[src/rtl/pdtc_pkg.sv]
// Shared types, sizes and helper functions of the periodic dart-throw checker.
`default_nettype none
package pdtc_pkg;

  localparam int MAX_PARTICLES = 256;
  localparam int COORD_BITS    = 16;

  localparam int SLOT_BITS   = $clog2(MAX_PARTICLES);
  localparam int COUNT_BITS  = $clog2(MAX_PARTICLES + 1);
  localparam int TARGET_BITS = 9;
  localparam int TGT_W       = (COUNT_BITS > TARGET_BITS) ? COUNT_BITS : TARGET_BITS;
  localparam int RAD_BITS    = 15;
  localparam int CFG_W       = 16;
  localparam int CFG_IDX_W   = 3;

  // Distance datapath widths.
  localparam int SQ_W  = 2 * COORD_BITS;
  localparam int SUM_W = SQ_W + 2;
  localparam int RSQ_W = 2 * RAD_BITS;
  localparam int LIM_W = RSQ_W + 4;
  localparam int CMP_W = (SUM_W > LIM_W) ? SUM_W : LIM_W;

  // Latency of the distance unit, from sample to registered hit flag.
  localparam int SEP_LAT   = 4;
  localparam int WALK_LAST = MAX_PARTICLES + SEP_LAT - 1;
  localparam int CNT_W     = $clog2(WALK_LAST + 1);

  // Result field widths on the output stream.
  localparam int SLOT_OUT_BITS  = 8;
  localparam int TOTAL_OUT_BITS = 9;
  localparam int OUT_FIELD_W    = 1 + 2 + SLOT_OUT_BITS + TOTAL_OUT_BITS + 1;
  localparam int OUT_TDATA_W    = ((OUT_FIELD_W + 7) / 8) * 8;
  localparam int IN_FIELD_W     = 3 * COORD_BITS;
  localparam int IN_TDATA_W     = ((IN_FIELD_W + 7) / 8) * 8;

  typedef struct packed {
    logic [COORD_BITS-1:0] z;
    logic [COORD_BITS-1:0] y;
    logic [COORD_BITS-1:0] x;
  } pos_t;

  typedef enum logic [1:0] {
    VERDICT_PLACED    = 2'd0,
    VERDICT_TOO_CLOSE = 2'd1,
    VERDICT_SET_FULL  = 2'd2,
    VERDICT_OUTSIDE   = 2'd3
  } verdict_e;

  typedef enum logic [CFG_IDX_W-1:0] {
    REG_TARGET = 3'd0,
    REG_BOX_X  = 3'd1,
    REG_BOX_Y  = 3'd2,
    REG_BOX_Z  = 3'd3,
    REG_RADIUS = 3'd4
  } cfg_reg_e;

  function automatic logic [COORD_BITS-1:0] abs_diff(input logic [COORD_BITS-1:0] a,
                                                      input logic [COORD_BITS-1:0] b);
    return (a > b) ? (a - b) : (b - a);
  endfunction

  // Minimum-image separation of one axis from the plain difference.
  function automatic logic [COORD_BITS-1:0] min_image(input logic [COORD_BITS-1:0] d,
                                                       input logic [COORD_BITS-1:0] len);
    logic [COORD_BITS:0] two_d;
    two_d = {d, 1'b0};
    if (two_d <= {1'b0, len}) begin
      return d;
    end else if (d > len) begin
      return d - len;
    end else begin
      return len - d;
    end
  endfunction

endpackage
`default_nettype wire

[src/rtl/pdtc_dist.sv]
// Pipelined minimum-image distance test of a candidate against one stored position.
`default_nettype none
module pdtc_dist
  import pdtc_pkg::*;
(
  input  wire logic             clk_i,
  input  wire logic             rst_ni,
  input  wire logic             valid_i,
  input  wire pos_t             cand_i,
  input  wire pos_t             stored_i,
  input  wire pos_t             box_i,
  input  wire logic [LIM_W-1:0] lim_i,
  output logic                  hit_o
);

  logic             v1_q, v2_q, v3_q, hit_q;
  pos_t             diff_q;
  pos_t             sep_q;
  logic [SQ_W-1:0]  sqx_q, sqy_q, sqz_q;
  logic [SUM_W-1:0] sum;

  always_ff @(posedge clk_i or negedge rst_ni) begin
    if (!rst_ni) begin
      v1_q  <= 1'b0;
      v2_q  <= 1'b0;
      v3_q  <= 1'b0;
      hit_q <= 1'b0;
    end else begin
      v1_q  <= valid_i;
      v2_q  <= v1_q;
      v3_q  <= v2_q;
      hit_q <= v3_q && (CMP_W'(sum) < CMP_W'(lim_i));
    end
  end

  // Difference, wrap, square; sum and compare feed the hit flag.
  always_ff @(posedge clk_i) begin
    diff_q.x <= abs_diff(cand_i.x, stored_i.x);
    diff_q.y <= abs_diff(cand_i.y, stored_i.y);
    diff_q.z <= abs_diff(cand_i.z, stored_i.z);
    sep_q.x  <= min_image(diff_q.x, box_i.x);
    sep_q.y  <= min_image(diff_q.y, box_i.y);
    sep_q.z  <= min_image(diff_q.z, box_i.z);
    sqx_q    <= sep_q.x * sep_q.x;
    sqy_q    <= sep_q.y * sep_q.y;
    sqz_q    <= sep_q.z * sep_q.z;
  end

  assign sum   = SUM_W'(sqx_q) + SUM_W'(sqy_q) + SUM_W'(sqz_q);
  assign hit_o = hit_q;

endmodule
`default_nettype wire

[config.mk]
export PLATFORM = sky130hd
export DESIGN_NAME = pdtc_dist
export DESIGN_NICKNAME = d
export VERILOG_FILES = /design/src/rtl/pdtc_pkg.sv /design/src/rtl/pdtc_dist.sv
export SDC_FILE = /design/constraint.sdc
export NUM_CORES = 2
export LEC_CHECK = 0
export ABC_AREA = 1
export BUFFER_PORTS_ARGS = -buffer_cell sky130_fd_sc_hd__buf_2
export CAP_MARGIN = 10
export CORE_ASPECT_RATIO = 0.7
export CORE_MARGIN = 1
export CORE_UTILIZATION = 30
export CTS_BUF_LIST = sky130_fd_sc_hd__clkbuf_16
export DETAILED_ROUTE_END_ITERATION = 8
export PLACE_DENSITY = 0.44
export RECOVER_POWER = 25
export SLEW_MARGIN = 20
export SYNTH_ARGS = -nofsm -noshare
export SYNTH_HDL_FRONTEND = slang
export SYNTH_SLANG_ARGS = --single-unit
[constraint.sdc]
create_clock -name clk_i -period 5.5 [get_ports clk_i]
set_clock_uncertainty 0.05 [all_clocks]
set_input_delay 1.65 -clock clk_i [delete_from_list [all_inputs] [get_ports clk_i]]
set_output_delay 1.65 -clock clk_i [all_outputs]
set_load 0.01 [all_outputs]
-- Word level (Yosys, flattened, before mapping)
Cells that the tools add are included.
- output and inout bits: 1
- logic and storage cells: 50
- flip-flop bits (word level): 196
- input bits: 181
- $add $sub $neg: 14
- multiplexer cells: 9
- $lt $le $gt $ge: 10
- $mul: 3
- reductions and logical operators: 1
- operators by type and width (kind ; count):
    subtractor 16 bit ; 12
    2-to-1 mux 16 bit ; 9
    greater-than comparator 16 bit ; 6
    multiplier 16 x 16 -> 32 bit ; 3
    <= comparator 17 x 16 -> 1 bit ; 3
    adder 33 x 32 -> 34 bit ; 1
    < comparator 34 bit ; 1
    adder 32 x 32 -> 33 bit ; 1
    logical AND 1 bit ; 1

-- Logic depth before layout (Yosys ltp)
- word-level depth: 4
- gate-level depth with buffers: 27
- gate-level depth less buffers: 25

-- Worst setup path after synthesis
No wires, ideal clock.
- path type: reg-to-reg
- from: register sep_q[13] in the netlist's numbering
- to: register sqx_q[24]
- setup slack: 0.219 ns
- stages on the path, launching flop included: 21
- setup time: 0.072 ns
- data arrival time: 5.160 ns
- path buffers: 2
- clock period less this slack: 5.281 ns
- required time: 5.378 ns
- cells stage by stage: dfxtp_1 > clkbuf_1 > buf_1 > nand2_1 > fa_1 > fa_1 > inv_1 > fa_1 > fa_1 > fa_1 > inv_1 > fa_1 > inv_1 > ha_1 > nand2_1 > nor2_1 > inv_1 > nor3_1 > nand3_1 > nand3_1 > xor2_1
- word-level cells in the longest chain between the ends: 1
- RTL lines (item ; RTL line ; source):
    start: declaration ; pdtc_dist.sv:18 ; pos_t sep_q;
    multiplier 16 x 16 -> 32 bit ; pdtc_dist.sv:44 ; sqx_q <= sep_q.x * sep_q.x;
    end signal: assignment ; pdtc_dist.sv:44 ;
    end: declaration ; pdtc_dist.sv:19 ; logic [SQ_W-1:0] sqx_q, sqy_q, sqz_q;
Every way passes these cells.

-- Worst setup path in the final report
- from: register sep_q[9] in the netlist's numbering
- to: register sqx_q[27]
The elaborated chain is that of the path after synthesis.

==> metrics.md <==
| Metric | Value |
|---|---|
| M2 GR Usage | `24.3%` |
| Non-Filler Instances | `8599` |
| Unique cell type count in the Yosys netlist | `50` |
| Fin area | `0.0498 mm^2` |
| GRT Total Usage | `17.9%` |
| Share of layout cells above drive strength 1 | `10.6%` |
| M3 GR Usage | `1.72%` |
| R2R Setup Slk | `0.18 ns` |
| YS warnings | `0` |
| Unrepaired setup endpoints after global routing | `yes` |
| Num ports | `182` |
| Critical Path AT | `5.70 ns` |
| Clock sinks | `193` |
| Area of the mapped netlist | `0.0439 mm^2` |
| Register area share after synthesis | `8.84%` |
| Max-Slew Margin vs Limit | `-45.6%` |
| Measured slew at the worst slew-check pin | `2.16 ns` |
| RR Endpoint | `sqx_q[27]` |
| Critical Path Fanout Max | `6` |
| Status | `finished with violations` |
| CTS HTree Levels | `4` |
| Vias | `38000` |
| Number of synthesized register bits | `193` |
| Worst-path clk slew | `0.09 ns` |
| Asr flop ratio synth | `2.07%` |
| Detailed-router iteration count before antenna repair | `6` |
| WL final | `129 mm` |
| Clock Root Buffer | `clkbuf_16` |
| Worst Setup Start Kind | `register` |
| CTS Buf Count | `17` |
| DRT antenna net count | `0` |
| Site Rows | `117` |
| Fmax | `188 MHz` |
| Post-synth EDFFs | `0` |
| TritonCTS clock tree | `yes` |
| Largest net degree at the start of global routing | `20` |
| Max-slew violations | `34` |
| Initial DRC count | `2497` |
| First-pass GRT wire length | `211 mm` |
| Final Setup Violations | `0` |
| Port bufs | `181` |
| Placed cell count | `8551` |
| Die Footprint | `0.148 mm^2` |
| Crit path kind | `reg -> reg` |
| GP Congestion | `0.884` |
| CORE AREA | `0.145 mm^2` |
| GR peak layer | `met1` |
| Via/cell ratio | `4.42` |
| Hold_buf cts | `0` |
| Crit. End Element | `register` |
| Fin nets | `7928` |
| Min-delay src | `v2_q` |
| Clock Path Buffers | `2` |
| Initial core utilization | `30.2%` |
| CP Data Required Time | `5.88 ns` |
| Layout Area Growth over Synthesis | `13.3%` |
| GRT met1 Usage | `29.9%` |
| Register-to-Register Path Depth | `20` |
| Number of global-route vias before repair | `38400` |
| Hold-critical path depth | `0` |
| Syn Inst Count | `6333` |
| Crit path time final | `5.32 ns` |
| Placed inst area | `0.0483 mm^2` |
| DRC Markers | `0` |
| Vert. Die Dim | `322 um` |
| Fin. Hold Viols | `0` |
| Drt wl/cell | `15.0 um` |
| Worst hold path class | `reg -> reg` |
| Max-cap violations | `2` |
| Remaining Overflow, GRT | `0` |
| Reg-to-Reg Start | `sep_q[9]` |
| Initial antenna violation count | `3` |
| Final period utilization | `96.7%` |
| Post-DP HPWL | `115 mm` |
| Syn avg cell area | `6.94 um^2` |
| Predominant post-synthesis flop cell | `dfxtp_1` |
| WHS Endpoint | `v3_q` |
| Clock latency on the worst-skew pair | `0.53 ns` |
| Die width | `459 um` |
| Failing checks | `max-capacitance violations, max-slew violations` |
repair_timing:
action,CTS,global route
setup endpoints to repair,37,60
pin swaps,0,26
setup buffers,0,12
gates resized for setup,33,202
layout make-up:
| class | instances | area, um^2 |
|---|---|---|
| antenna | 4 | 10.0 |
| clock buffer | 17 | 425 |
| clock inverter | 15 | 170 |
| fill | 15900 | 95600 |
| inverter | 1535 | 5770 |
| multi-input combinational | 4459 | 34200 |
| sequential | 193 | 4000 |
| tap | 1963 | 2460 |
| timing repair buffer | 413 | 2770 |
sequential cells by signal (all words and copies together), names as in the netlist:
| name | flops |
|---|---|
| sep_q | 48 |
| hit_o | 1 |
| v2_q | 1 |
| v3_q | 1 |
| sqx_q | 31 |
| diff_q | 48 |
| sqy_q | 31 |
| sqz_q | 31 |
| v1_q | 1 |
worst max-delay path: stages (launching register included):
cell,delay [ns]
dfxtp_4,0.39
buf_12,0.14
nand2_1,0.09
inv_1,0.07
fa_1,0.53
inv_1,0.06
fa_1,0.53
inv_1,0.05
fa_1,0.48
fa_2,0.49
fa_1,0.49
inv_1,0.05
fa_1,0.47
inv_1,0.05
ha_1,0.38
a21oi_1,0.13
o21a_1,0.22
o21ai_1,0.27
nand2_1,0.15
nand4_1,0.10
nand2_1,0.05
synthesized netlist by cell type (5+ instances only):
cell         n  area, um^2
nand2_2     27         169
a21oi_2      7        61.3
a21oi_1    288        1440
xnor2_1     28         245
inv_1     1517        5690
nand3b_1    15         113
xor2_1     169        1480
nand3_1    292        1460
o21bai_1    36         270
o21a_1      15         113
dfxtp_1    189        3780
a21boi_0     8        60.1
o21ai_1     11        55.1
nor2_1     346        1300
and2_1       9        56.3
nor2_2       5        31.3
buf_4       12        90.1
clkbuf_1    88         330
nor3_1      42         210
o211ai_1    10        75.1
fa_1       530       10600
nand4_1     58         363
ha_1       598        7480
or2_2        7        43.8
nand3_2     21         210
nor2_4       9         101
nand2_1   1754        6580
clkbuf_2    16        80.1
buf_2       20         100
o21ai_0    131         656
inv_2       13        48.8
buf_6        9         101
a21o_1      15         113
cells in the final DEF (no fill, tap or decap), types with 16 or more instances in the layout:
master,n
nor2_1,320
fa_1,526
buf_4,215
ha_1,582
o21ai_1,26
dfxtp_1,151
nor2_4,16
nor3_1,33
nand3_1,289
o21ai_0,116
nand2_1,1734
nand3_2,24
nand4_1,58
dfxtp_4,28
clkbuf_16,17
o21bai_1,31
a21oi_2,31
xor2_1,165
xnor2_1,28
nor2_2,24
nand2_2,46
buf_2,176
a21oi_1,261
inv_1,1519
worst max-delay path by stage:
stage | cells past startpoint | start | to
after floorplan | 20 | sep_q[13] | sqx_q[24]
after global placement | 19 | sep_q[19] | sqy_q[30]
after detailed placement | 19 | sep_q[19] | sqy_q[30]
after CTS | 19 | sep_q[39] | sqz_q[15]
after global routing | 21 | sep_q[45] | sqz_q[22]
final | 20 | sep_q[9] | sqx_q[27]
per-layer routing:
layer  share of wire (%)  wire length, um  up-vias
li1                    -                -    19600
met1                  58            74600    17700
met2                  37            47600      707
met3                 4.2             5400       51
met4                0.79             1020        0
met5                   0                0        -
kinds of logic (layout without fill, tap and decap cells):
logic type,after synthesis,count (layout),synth area share [%]
adders and majority gates,1128,1128,41.2
DFF,193,193,8.84
buffers and inverters,1682,1980,14.8
and+or+nand+nor,2598,2598,24.5
AOI/OAI and AO/OA,533,533,6.77
xor gates and xnor gates,197,197,3.93
other,2,7,0.0171
through the flow:
step	util (%)	worst slack (ns)	setup TNS, ns	hold WS [ns]
after floorplan	-	0.219	0	0.279
after global placement	33.3	-0.165	-2.46	0.299
after detailed placement	33.3	-0.171	-2.28	0.294
after CTS	33.7	0.00391	0	0.319
after global routing	34.2	-0.0186	-0.0885	0.319
final	34.2	0.183	0	0.315
Power is not shown: default switching activity piles up to over one toggle a cycle in this logic, so the estimate is an artifact.
